<file path="src/hw/rtl/rvlm_pkg.sv">
package rvlm_pkg;

    localparam int MAX_BLOCK_SAMPLES_DEF = 512;

    localparam int SAMPLE_W = 16;
    localparam int MAG_W    = SAMPLE_W + 1;
    // square of a magnitude up to 32768 fits in 31 bits
    localparam int SQ_W     = 2 * SAMPLE_W - 1;
    localparam int LEVEL_W  = 7;
    localparam int M_TDATA_W = 8;

    localparam int FULL_SCALE_SQ_W = 30;
    localparam logic [FULL_SCALE_SQ_W-1:0] FULL_SCALE_SQ = 30'd1073676289; // 32767^2
    localparam logic [LEVEL_W-1:0] LEVEL_MAX = 7'd100;
    localparam int LEVEL_SCALE_SQ = 10000;  // 100^2
    localparam int LEVEL_SCALE_SQ_W = 14;

    localparam int QUEUE_DEPTH = 2;
    localparam int QPTR_W = $clog2(QUEUE_DEPTH);
    localparam int QCNT_W = $clog2(QUEUE_DEPTH + 1);

    typedef struct packed {
        logic [QCNT_W-1:0] count;
        logic              empty;
    } qstat_t;

endpackage

</file>
<file path="src/hw/rtl/rvlm_front.sv">
module rvlm_front #(
    parameter int MAX_BLOCK_SAMPLES = rvlm_pkg::MAX_BLOCK_SAMPLES_DEF,
    parameter int CNT_W = $clog2(MAX_BLOCK_SAMPLES + 1),
    parameter int SUM_W = rvlm_pkg::SQ_W + $clog2(MAX_BLOCK_SAMPLES + 1),
    parameter int ENTRY_W = 1 + CNT_W + SUM_W
) (
    input  logic                          aclk,
    input  logic                          aresetn,
    input  logic                          meter_enable,
    input  logic                          s_tvalid,
    output logic                          s_tready,
    input  logic [rvlm_pkg::SAMPLE_W-1:0] s_tdata,
    input  logic                          s_tlast,
    input  rvlm_pkg::qstat_t              q_stat,
    output logic                          push,
    output logic [ENTRY_W-1:0]            push_data
);

    logic                        st_valid_reg;
    logic                        st_last_reg;
    logic                        st_keep_reg;
    logic [rvlm_pkg::SQ_W-1:0]   st_sq_reg;
    logic [CNT_W-1:0]            st_cnt_reg;
    logic [CNT_W-1:0]            cnt_reg, cnt_next;
    logic [SUM_W-1:0]            sum_reg, sum_next;

    logic                        accept;
    logic                        keep;
    logic [CNT_W-1:0]            cnt_after;
    logic [rvlm_pkg::MAG_W-1:0]  mag;
    logic [2*rvlm_pkg::MAG_W-1:0] sq_full;
    logic [SUM_W-1:0]            sum_add;
    logic [rvlm_pkg::QCNT_W:0]   slots_used;

    // a last word still in the stage will take a queue slot next cycle
    assign slots_used = {1'b0, q_stat.count} +
                        (rvlm_pkg::QCNT_W + 1)'(st_valid_reg & st_last_reg);
    assign s_tready   = slots_used < (rvlm_pkg::QCNT_W + 1)'(rvlm_pkg::QUEUE_DEPTH);
    assign accept     = s_tvalid & s_tready;

    assign mag = s_tdata[rvlm_pkg::SAMPLE_W-1]
               ? (rvlm_pkg::MAG_W'(1 << rvlm_pkg::SAMPLE_W) - {1'b0, s_tdata})
               : {1'b0, s_tdata};
    assign sq_full = mag * mag;

    // samples past the block limit are dropped
    assign keep      = cnt_reg < CNT_W'(MAX_BLOCK_SAMPLES);
    assign cnt_after = keep ? cnt_reg + CNT_W'(1) : cnt_reg;

    always_comb begin
        cnt_next = cnt_reg;
        if (accept) begin
            cnt_next = s_tlast ? '0 : cnt_after;
        end
    end

    assign sum_add = sum_reg + (st_keep_reg ? SUM_W'(st_sq_reg) : '0);

    always_comb begin
        sum_next = sum_reg;
        if (st_valid_reg) begin
            sum_next = st_last_reg ? '0 : sum_add;
        end
    end

    assign push      = st_valid_reg & st_last_reg;
    assign push_data = {meter_enable, st_cnt_reg, sum_add};

    always_ff @(posedge aclk) begin
        if (!aresetn) begin
            st_valid_reg <= 1'b0;
            cnt_reg      <= '0;
            sum_reg      <= '0;
        end else begin
            st_valid_reg <= accept;
            cnt_reg      <= cnt_next;
            sum_reg      <= sum_next;
        end
    end

    always_ff @(posedge aclk) begin
        if (accept) begin
            st_last_reg <= s_tlast;
            st_keep_reg <= keep;
            st_sq_reg   <= sq_full[rvlm_pkg::SQ_W-1:0];
            st_cnt_reg  <= cnt_after;
        end
    end

endmodule

</file>
<file path="src/hw/rtl/rvlm_queue.sv">
module rvlm_queue #(
    parameter int ENTRY_W = 8
) (
    input  logic                 aclk,
    input  logic                 aresetn,
    input  logic                 push,
    input  logic [ENTRY_W-1:0]   push_data,
    input  logic                 pop,
    output logic [ENTRY_W-1:0]   pop_data,
    output rvlm_pkg::qstat_t     q_stat
);

    logic [ENTRY_W-1:0]              entry_reg [rvlm_pkg::QUEUE_DEPTH];
    logic [rvlm_pkg::QPTR_W-1:0]     wr_ptr_reg, rd_ptr_reg;
    logic [rvlm_pkg::QCNT_W-1:0]     cnt_reg, cnt_next;

    assign pop_data     = entry_reg[rd_ptr_reg];
    assign q_stat.count = cnt_reg;
    assign q_stat.empty = (cnt_reg == '0);

    always_comb begin
        cnt_next = cnt_reg;
        if (push && !pop) begin
            cnt_next = cnt_reg + rvlm_pkg::QCNT_W'(1);
        end else if (pop && !push) begin
            cnt_next = cnt_reg - rvlm_pkg::QCNT_W'(1);
        end
    end

    always_ff @(posedge aclk) begin
        if (!aresetn) begin
            wr_ptr_reg <= '0;
            rd_ptr_reg <= '0;
            cnt_reg    <= '0;
        end else begin
            cnt_reg <= cnt_next;
            if (push) begin
                wr_ptr_reg <= wr_ptr_reg + rvlm_pkg::QPTR_W'(1);
            end
            if (pop) begin
                rd_ptr_reg <= rd_ptr_reg + rvlm_pkg::QPTR_W'(1);
            end
        end
    end

    always_ff @(posedge aclk) begin
        if (push) begin
            entry_reg[wr_ptr_reg] <= push_data;
        end
    end

endmodule

</file>
<file path="src/hw/rtl/rvlm_back.sv">
module rvlm_back #(
    parameter int MAX_BLOCK_SAMPLES = rvlm_pkg::MAX_BLOCK_SAMPLES_DEF,
    parameter int CNT_W = $clog2(MAX_BLOCK_SAMPLES + 1),
    parameter int SUM_W = rvlm_pkg::SQ_W + $clog2(MAX_BLOCK_SAMPLES + 1),
    parameter int ENTRY_W = 1 + CNT_W + SUM_W
) (
    input  logic                           aclk,
    input  logic                           aresetn,
    input  rvlm_pkg::qstat_t               q_stat,
    input  logic [ENTRY_W-1:0]             pop_data,
    output logic                           pop,
    output logic                           m_tvalid,
    input  logic                           m_tready,
    output logic [rvlm_pkg::M_TDATA_W-1:0] m_tdata
);

    // count * L^2 for L up to 100
    localparam int Q_W   = $clog2(MAX_BLOCK_SAMPLES * rvlm_pkg::LEVEL_SCALE_SQ + 1);
    localparam int P_W   = Q_W + rvlm_pkg::FULL_SCALE_SQ_W;
    localparam int RHS_W = SUM_W + rvlm_pkg::LEVEL_SCALE_SQ_W;
    localparam int CMP_W = (P_W > RHS_W) ? P_W : RHS_W;

    typedef enum logic [4:0] {
        ST_IDLE = 5'b00001,
        ST_RHS  = 5'b00010,
        ST_MULT = 5'b00100,
        ST_CMP  = 5'b01000,
        ST_OUT  = 5'b10000
    } state_t;

    state_t                          state_reg, state_next;
    logic                            en_reg;
    logic [CNT_W-1:0]                cnt_reg;
    logic [SUM_W-1:0]                sum_reg;
    logic [RHS_W-1:0]                rhs_reg;
    logic [Q_W-1:0]                  q_reg, q_next;
    logic [Q_W-1:0]                  inc_reg, inc_next;
    logic [P_W-1:0]                  prod_reg;
    logic [rvlm_pkg::LEVEL_W-1:0]    lvl_reg, lvl_next;
    logic [rvlm_pkg::LEVEL_W-1:0]    best_reg, best_next;
    logic                            out_valid_reg, out_valid_next;
    logic [rvlm_pkg::LEVEL_W-1:0]    out_level_reg;

    logic [RHS_W-1:0]                sum_x;
    logic [RHS_W-1:0]                rhs_calc;
    logic [Q_W-1:0]                  cnt_q;
    logic                            fits;
    logic                            out_free;

    assign sum_x = RHS_W'(sum_reg);
    // sum * 10000 as shifted adds: 8192 + 1024 + 512 + 256 + 16
    assign rhs_calc = (sum_x << 13) + (sum_x << 10) + (sum_x << 9) + (sum_x << 8) + (sum_x << 4);
    assign cnt_q    = Q_W'(cnt_reg);
    assign fits     = CMP_W'(prod_reg) <= CMP_W'(rhs_reg);
    assign out_free = !out_valid_reg || m_tready;
    assign pop      = (state_reg == ST_IDLE) && !q_stat.empty;

    always_comb begin
        state_next     = state_reg;
        q_next         = q_reg;
        inc_next       = inc_reg;
        lvl_next       = lvl_reg;
        best_next      = best_reg;
        out_valid_next = out_valid_reg && !m_tready;
        case (state_reg)
            ST_IDLE: begin
                if (!q_stat.empty) begin
                    state_next = ST_RHS;
                end
            end
            ST_RHS: begin
                // walk L upward from 1, keeping count*L^2 and count*(2L+1)
                lvl_next  = rvlm_pkg::LEVEL_W'(1);
                best_next = '0;
                q_next    = cnt_q;
                inc_next  = cnt_q + (cnt_q << 1);
                if (!en_reg || cnt_reg == '0) begin
                    state_next = ST_OUT;
                end else begin
                    state_next = ST_MULT;
                end
            end
            ST_MULT: begin
                state_next = ST_CMP;
            end
            ST_CMP: begin
                if (fits) begin
                    best_next = lvl_reg;
                    if (lvl_reg == rvlm_pkg::LEVEL_MAX) begin
                        state_next = ST_OUT;
                    end else begin
                        lvl_next   = lvl_reg + rvlm_pkg::LEVEL_W'(1);
                        q_next     = q_reg + inc_reg;
                        inc_next   = inc_reg + (cnt_q << 1);
                        state_next = ST_MULT;
                    end
                end else begin
                    state_next = ST_OUT;
                end
            end
            ST_OUT: begin
                if (out_free) begin
                    out_valid_next = 1'b1;
                    state_next     = ST_IDLE;
                end
            end
            default: begin
                state_next = ST_IDLE;
            end
        endcase
    end

    always_ff @(posedge aclk) begin
        if (!aresetn) begin
            state_reg     <= ST_IDLE;
            out_valid_reg <= 1'b0;
        end else begin
            state_reg     <= state_next;
            out_valid_reg <= out_valid_next;
        end
    end

    always_ff @(posedge aclk) begin
        q_reg    <= q_next;
        inc_reg  <= inc_next;
        lvl_reg  <= lvl_next;
        best_reg <= best_next;
        if (pop) begin
            en_reg  <= pop_data[ENTRY_W-1];
            cnt_reg <= pop_data[SUM_W +: CNT_W];
            sum_reg <= pop_data[SUM_W-1:0];
        end
        if (state_reg == ST_RHS) begin
            rhs_reg <= rhs_calc;
        end
        if (state_reg == ST_MULT) begin
            prod_reg <= q_reg * rvlm_pkg::FULL_SCALE_SQ;
        end
        if (state_reg == ST_OUT && out_free) begin
            out_level_reg <= best_reg;
        end
    end

    assign m_tvalid = out_valid_reg;
    assign m_tdata  = rvlm_pkg::M_TDATA_W'(out_level_reg);

endmodule

</file>
<file path="src/hw/rtl/rms_volume_level_meter.sv">
// rms volume level meter
//
// s_ channel: one signed 16-bit audio sample per word, s_tlast on the final
// sample of a block. samples are taken one per cycle while s_tready is high;
// the squares are summed with a sample count (samples past MAX_BLOCK_SAMPLES
// in a block are dropped, the last one still closes the block).
// m_ channel: one word per block, the level 0..100 in m_tdata[6:0].
// cfg_ channel: cfg_data is meter_enable; when it is low every block reports 0.
// write it only while no block is in flight. cfg_ready is always high.
//
// search path: the closed block passes the square stage register into a
// two-entry queue; the level search then runs its setup (pop, sum * 10000),
// then per level step one multiply by 32767^2 and one compare, then an output
// step. the back end works on one block at a time and takes the next block
// from the queue only after its result is handed to the output register, so
// short blocks stall s_tready once two results are pending.
// when m_tready is low the result holds in the output register while the
// next block's search runs; the queue then fills and s_tready drops.
// reset (aresetn low, synchronous) clears the sums, the queue and the
// output, and sets meter_enable to 0.
module rms_volume_level_meter #(
    parameter int MAX_BLOCK_SAMPLES = rvlm_pkg::MAX_BLOCK_SAMPLES_DEF
) (
    input  logic                           aclk,
    input  logic                           aresetn,
    input  logic                           s_tvalid,
    output logic                           s_tready,
    input  logic [rvlm_pkg::SAMPLE_W-1:0]  s_tdata,   // [15:0] sample
    input  logic                           s_tlast,
    output logic                           m_tvalid,
    input  logic                           m_tready,
    output logic [rvlm_pkg::M_TDATA_W-1:0] m_tdata,   // [6:0] level, [7] zero
    input  logic                           cfg_valid,
    output logic                           cfg_ready,
    input  logic                           cfg_data
);

    localparam int CNT_W   = $clog2(MAX_BLOCK_SAMPLES + 1);
    localparam int SUM_W   = rvlm_pkg::SQ_W + $clog2(MAX_BLOCK_SAMPLES + 1);
    localparam int ENTRY_W = 1 + CNT_W + SUM_W;

    logic                 enable_reg;
    logic                 push;
    logic                 pop;
    logic [ENTRY_W-1:0]   push_data;
    logic [ENTRY_W-1:0]   pop_data;
    rvlm_pkg::qstat_t     q_stat;

    assign cfg_ready = 1'b1;

    always_ff @(posedge aclk) begin
        if (!aresetn) begin
            enable_reg <= 1'b0;
        end else if (cfg_valid) begin
            enable_reg <= cfg_data;
        end
    end

    rvlm_front #(
        .MAX_BLOCK_SAMPLES (MAX_BLOCK_SAMPLES),
        .CNT_W             (CNT_W),
        .SUM_W             (SUM_W),
        .ENTRY_W           (ENTRY_W)
    ) u_front (
        .aclk         (aclk),
        .aresetn      (aresetn),
        .meter_enable (enable_reg),
        .s_tvalid     (s_tvalid),
        .s_tready     (s_tready),
        .s_tdata      (s_tdata),
        .s_tlast      (s_tlast),
        .q_stat       (q_stat),
        .push         (push),
        .push_data    (push_data)
    );

    rvlm_queue #(
        .ENTRY_W (ENTRY_W)
    ) u_queue (
        .aclk      (aclk),
        .aresetn   (aresetn),
        .push      (push),
        .push_data (push_data),
        .pop       (pop),
        .pop_data  (pop_data),
        .q_stat    (q_stat)
    );

    rvlm_back #(
        .MAX_BLOCK_SAMPLES (MAX_BLOCK_SAMPLES),
        .CNT_W             (CNT_W),
        .SUM_W             (SUM_W),
        .ENTRY_W           (ENTRY_W)
    ) u_back (
        .aclk     (aclk),
        .aresetn  (aresetn),
        .q_stat   (q_stat),
        .pop_data (pop_data),
        .pop      (pop),
        .m_tvalid (m_tvalid),
        .m_tready (m_tready),
        .m_tdata  (m_tdata)
    );

endmodule
</file>
<file path="config.mk">
export PLATFORM = sky130hd
export DESIGN_NAME = rms_volume_level_meter
export DESIGN_NICKNAME = d
export VERILOG_FILES = /design/src/hw/rtl/rvlm_pkg.sv /design/src/hw/rtl/rvlm_front.sv /design/src/hw/rtl/rvlm_queue.sv /design/src/hw/rtl/rvlm_back.sv /design/src/hw/rtl/rms_volume_level_meter.sv
export SDC_FILE = /design/constraint.sdc
export NUM_CORES = 2
export LEC_CHECK = 0
export BUFFER_PORTS_ARGS = -buffer_cell sky130_fd_sc_hd__buf_2
export CAP_MARGIN = 40
export CELL_PAD_IN_SITES_DETAIL_PLACEMENT = 1
export CELL_PAD_IN_SITES_GLOBAL_PLACEMENT = 1
export CORE_MARGIN = 2
export CORE_UTILIZATION = 52
export CTS_CLUSTER_SIZE = 8
export DETAILED_ROUTE_END_ITERATION = 12
export GPL_ROUTABILITY_DRIVEN = 0
export PLACE_DENSITY_LB_ADDON = 0.25
export SKIP_LAST_GASP = 1
export SLEW_MARGIN = 20
export SYNTH_ARGS = -nofsm -noshare
export SYNTH_HDL_FRONTEND = slang
export SYNTH_HIERARCHICAL = 1
export SYNTH_SLANG_ARGS = --single-unit
</file>
<file path="constraint.sdc">
create_clock -name aclk -period 23.8 [get_ports aclk]
set_input_delay 2.38 -clock aclk [delete_from_list [all_inputs] [get_ports aclk]]
set_output_delay 2.38 -clock aclk [all_outputs]
set_load 0.03 [all_outputs]
</file>
Word level (Yosys, flattened, before mapping)
Memory sizes are Yosys's and may differ from the RTL's. A register that Yosys moved wholly into a read port is not among the register bits.
Index checks and enable logic that the tools add are counted.
- memories: 1
- output and inout port bits: 11
- register bits: 281
- RAM bits: 104
- bitwise gates (word level): 3
- equal/unequal tests: 10
- add/sub/neg operators: 16
- multiplexer cells: 28
- multiply operators: 2
- magnitude comparators: 3
- reductions and logical operators: 20
- memory list (name ; words ; bits a word ; read ports ; clocked after memory_dff ; wr ports ; line ; source):
    u_queue.entry_reg ; 2 ; 52 ; 1 ; 1 ; 1 ; rvlm_queue.sv:13 ; logic [ENTRY_W-1:0] entry_reg [rvlm_pkg::QUEUE_DEPTH];
- operators by type and width (cell ; count):
    23-bit 2-to-1 mux ; 4
    23-bit one-hot mux with 2 select lines ; 2
    54-bit by 51-bit adder with 55-bit output ; 1
    55-bit by 45-bit adder with 55-bit output ; 1
    55-bit by 49-bit adder with 55-bit output ; 1
    55-bit by 50-bit adder with 55-bit output ; 1
    53-bit by 55-bit less-or-equal comparator with 1-bit output ; 1
    23-bit by 30-bit multiplier with 53-bit output (second input constant) ; 1
    41-bit adder ; 1
    41-bit 2-to-1 mux ; 1
    17-bit by 17-bit multiplier with 31-bit output ; 1
    31-bit 2-to-1 mux ; 1
    7-bit one-hot mux with 2 select lines ; 2
    5-bit 2-to-1 mux ; 5
    5-bit one-hot mux with 5 select lines ; 1
    23-bit by 11-bit adder with 23-bit output ; 1
    23-bit adder ; 1
    7-bit 2-to-1 mux ; 3
    10-bit 2-to-1 mux ; 2
    17-bit 2-to-1 mux ; 1
    17-bit by 16-bit subtractor with 17-bit output (first input constant) ; 1
    10-bit by 11-bit adder with 12-bit output ; 1
    10-bit by 1-bit adder with 10-bit output (second input constant) ; 1
    10-bit logical NOT ; 1
    25 further kinds ; 46

Longest topological paths before layout
- depth after elaboration: 6
- gate-level depth with buffers: 31

Modules after synthesis
The synthesis kept the hierarchy.
- modules (own cells, without submodules) (module ; area each (µm²) ; cells each ; sequential area each (µm²) ; times used):
    rvlm_back ; 22887.0 ; 2061 ; 6816.5 ; 1
    rvlm_front ; 13329.0 ; 1489 ; 2302.2 ; 1
    rvlm_queue ; 3980.1 ; 183 ; 3223.1 ; 1
    rms_volume_level_meter ; 47.5 ; 5 ; 20.0 ; 1

Worst setup path after synthesis
OpenSTA, ideal clock, no wires.
- kind: input to register
- start point: input port s_tdata[0] in the netlist's numbering
- end point: register u_front/st_sq_reg[26] in the netlist's numbering (data pin)
- data arrival time: 9292 ps
- data required time: 23542 ps
- buffers on the path: 2
- stages: 28
- path slack: 14250 ps
- library setup time: 258 ps
- cells stage by stage: clkbuf_1 > clkinv_1 > ha_1 > nand2b_1 > nand2b_1 > nand2b_1 > o21ai_0 > xnor2_1 > clkbuf_1 > nand2_1 > fa_1 > inv_1 > fa_1 > fa_1 > fa_1 > fa_1 > inv_1 > fa_1 > inv_1 > ha_1 > a21oi_1 > o21ai_0 > o21a_1 > or4_1 > a31oi_1 > o21bai_1 > a21oi_1 > xnor2_1
- word-level cells in the longest chain between the ends: 3
- RTL lines (what ; line ; source):
    start, declared ; rms_volume_level_meter.sv:28 ; input logic [rvlm_pkg::SAMPLE_W-1:0] s_tdata,
    17-bit by 16-bit subtractor with 17-bit output ; rvlm_front.sv:42 ; ? (rvlm_pkg::MAG_W'(1 << rvlm_pkg::SAMPLE_W) - {1'b0, s_tdata})
    17-bit 2-to-1 mux * ; rvlm_front.sv:42 ;
    17-bit by 17-bit multiplier with 31-bit output * ; rvlm_front.sv:44 ; assign sq_full = mag * mag;
    net u_front.sq_full (one bit) ; rvlm_front.sv:31 ; logic [2*rvlm_pkg::MAG_W-1:0] sq_full;
    end signal, assigned ; rvlm_front.sv:85 ; st_sq_reg <= sq_full[rvlm_pkg::SQ_W-1:0];
    end, declared ; rvlm_front.sv:22 ; logic [rvlm_pkg::SQ_W-1:0] st_sq_reg;
The timed path passes the listed nets; every way through them passes the cells marked *.
A chain may end at the register's enable or synchronous reset.

Final worst setup path
- start point: input port s_tdata[0] in the netlist's numbering
- end point: register u_front/st_sq_reg[30] in the netlist's numbering (data pin)
The elaborated chain is that of the path after synthesis.

==> impl_summary.log <==
[metrics] highest cell delay on the worst timing path: 550 ps
[metrics] cell types occupying the most area after synthesis: edfxtp_1 28%, fa_1 22%, ha_1 14%
[metrics] Seq cells post-synth: 433
[metrics] ANT nets after route: 0
[metrics] PnR worst setup slack: 13980 ps
[metrics] startpoint type of the worst setup path: primary input
[metrics] clock latency of the later-clocked register in the worst-skew pair: 640 ps
[metrics] critical path data arrival time: 10190 ps
[metrics] violation count after the first detailed-route iteration: 1187
[metrics] total wirelength of the detailed-routed design: 100.1 mm
[metrics] wire length of the first global-routing pass: 162.9 mm
[metrics] worst clock skew on the final layout: 64.66 ps
[metrics] effective utilization at floorplan: 52.21%
[metrics] count of endpoints failing hold in the final timing report: 0
[metrics] number of failing setup endpoints in the final timing report: 0
[metrics] Total Die Area: 79630 µm²
[metrics] count of hold-fix buffers inserted at cts: 0
[metrics] synthesized area divided by synthesized cell count: 10.77 µm²
[metrics] netlist area before placement: 40240 µm²
[metrics] sequential area share after synthesis: 30.72%
[metrics] number of synthesized flops with an enable pin: 369
[metrics] Max Transition Viols Final: 0
[metrics] slowest cell on the critical path: fa_1
[metrics] Setup Crit Path Kind: in2reg
[metrics] Resize count post-CTS: 0
[metrics] Residual DRC: 0
[metrics] standard-cell row count: 102
[metrics] endpoint required time on the critical path: 24170 ps
[metrics] Layout Nets: 4739
[metrics] result of the run: complete, no violations
[metrics] dominant register cell in the synthesized netlist: edfxtp_1
[metrics] maximum number of pins on one net before global-route repair: 55
[metrics] half-perimeter wire length of the detailed placement result: 79.89 mm
[metrics] floorplan die width: 282.2 µm
[metrics] count of TritonRoute iterations in the first routing pass: 5
[metrics] number of primary I/O pins: 34
[metrics] Total GRT Usage: 25.92%
[metrics] Wirelength per Cell: 20.40 µm
[metrics] worst setup path startpoint: s_tdata[0]
[metrics] type of destination of the critical path: flip-flop
[metrics] gate family responsible for the most delay along the worst path: adder cells
[metrics] normalized max-slew margin: 46.25%
[metrics] crit-path max FO: 11
[metrics] cell type contributing the most total cell area after synthesis: edfxtp_1
[metrics] part of the cycle the worst path needs: 41.27%
[metrics] buffers plus inverters on the worst setup path: 7
[metrics] area inside the core boundary: 77080 µm²
[metrics] FFs w/ async S/R, synth: 0%
[metrics] Avg Vias per Cell: 5.557
[metrics] Most Frequent Cell on Critical Path: fa_1
[metrics] Die Span Y: 282.2 µm
[metrics] layout overhead on the synthesized area: 8.348%
[metrics] final sum of negative setup slack: 0 ps
[metrics] number of H-tree branching levels: 2
[metrics] total number of vias: 27280
[metrics] post-route minimum period: 9823 ps
[metrics] number of buffers between clock root and the deepest sink: 3
[metrics] unrepaired setup endpoints after global routing: false
[metrics] Fillers: 8381
[metrics] Root Buffer: clkbuf_16
[metrics] # Max-Cap Violations: 0
[metrics] GR Overflow Total: 0
[metrics] FMAX: 0.1018 GHz
[metrics] post-synth top area share: 27.53%
[metrics] startpoint of the worst register-to-register path: u_back/q_reg[8]
[metrics] total of buffers placed on input and output ports: 31
[metrics] share of cells above drive strength 1: 5.945%
[metrics] n_diodes: 0
[metrics] TritonCTS clock tree: built
[metrics] number of antenna violations at the first check in global routing: 1
[metrics] Mapped Cells: 3738
[metrics] launch instance of the worst min-delay path: u_back/best_reg[3]
[metrics] Post-Place Worst Slack: 13280 ps
[metrics] Yosys warning total: 6
[metrics] max FFs per register: 104
[metrics] pin slew with the least headroom to its limit: 806.2 ps
[metrics] number of clock buffers inserted by TritonCTS: 61
[metrics] worst hold-check path type: reg2reg
[metrics] vias in the first global route: 30640
[metrics] CTS clk-pin slew, worst paths: 50 ps
[metrics] library cells used by synthesis: 94
[metrics] clk sink count: 433
[metrics] setup fix buffers added after clock tree synthesis: 0
[metal layers]
layer,wire length [µm],GRT usage (%)
met4,3392,8.737
met3,2392,2.527
met1,42090,31.71
met2,52260,47.73
met5,13,0
[cells in the mapped netlist, types with 10 or more instances]
cell type	n
edfxtp_1	369
dfxtp_1	64
a21oi_1	180
nor4_1	15
mux2i_1	11
nor3_1	34
clkbuf_1	61
o21ai_0	112
o21a_1	37
or4_1	10
a21o_1	89
o31ai_1	11
nor2_1	195
a211o_1	12
mux2_2	54
xnor2_1	129
a31oi_1	14
a211oi_1	17
xor2_1	80
a21boi_0	13
and3_1	23
a22oi_1	24
inv_1	628
o21bai_1	24
ha_1	461
o211ai_1	21
nand3_1	68
nor2b_1	23
nand2_1	214
fa_1	435
nand4_1	27
and2_1	54
or3_1	14
nand2b_1	38
[metrics by stage]
step           hold slack [ps]  cells  utilization, %  instance area (µm²)
6_report                 420.4   4909           56.57                43600
5_1_grt                  432.2   4909           56.57                43600
4_1_cts                  422.4   4909           56.57                43600
3_5_place_dp             407.9   4797           54.20                41780
3_3_place_gp             400.4   4791           54.12                41720
2_1_floorplan            400.3   3770               -                40360
[worst reg2reg max path, delay by kind of cell (launching register included)]
| kind | cells | cell delay (ps) |
|---|---|---|
| fa+ha+maj | 8 | 3960 |
| flops | 1 | 660 |
| buf+inv | 6 | 450 |
| xor+xnor | 2 | 430 |
| compound gates | 8 | 2060 |
[layout by cell type (no fill, tap or decap), types with 14 or more instances in the layout]
master       n
a211oi_1    17
a21o_1      89
a21oi_1    180
a22oi_1     24
a31oi_1     14
and2_1      53
and3_1      23
buf_2       33
buf_4       30
clkbuf_1    42
clkbuf_16   61
conb_1      36
dfxtp_1     63
edfxtp_1   369
fa_1       435
ha_1       461
inv_1      626
mux2_2      54
nand2_1    214
nand2b_1    38
nand3_1     68
nand4_1     27
nor2_1     195
nor2b_1     22
nor3_1      33
o211ai_1    21
o21a_1      37
o21ai_0    111
o21bai_1    24
or3_1       14
xnor2_1    129
xor2_1      80
[final cells by class]
| class | count | area, µm² | share of cell area [%] |
|---|---|---|---|
| Sequential cell | 433 | 12360 | 28.35 |
| Multi-Input combinational cell | 2625 | 25310 | 58.04 |
| Clock buffer | 108 | 1753 | 4.020 |
| Timing Repair Buffer | 66 | 429.2 | 0.9842 |
| Tap cell | 1040 | 1301 | 2.984 |
| Inverter | 633 | 2376 | 5.449 |
| Clock inverter | 4 | 73.82 | 0.1693 |
[cell families after synthesis]
group                      after synthesis  synth area share, %
buffers and inverters                  712                6.793
xor gates and xnor gates               209                4.549
muxes                                   65                1.785
adders and majority gates              896                35.97
other                                    4              0.03730
AOI/OAI and AO/OA                      661                10.98
DFF                                    433                30.72
and+or+nand+nor                        758                9.166
[final timing paths]
path                        endpoint  slack, ps  cells past startpoint
min          u_back/out_level_reg[3]        420                      0
min reg2reg  u_back/out_level_reg[3]        420                      0
max            u_front/st_sq_reg[30]      13980                     28
max reg2reg      u_back/prod_reg[52]      15980                     24
Power is left out: the tool's default activity adds up to more than one toggle a clock period on the data nets, which glitch-free logic cannot reach.
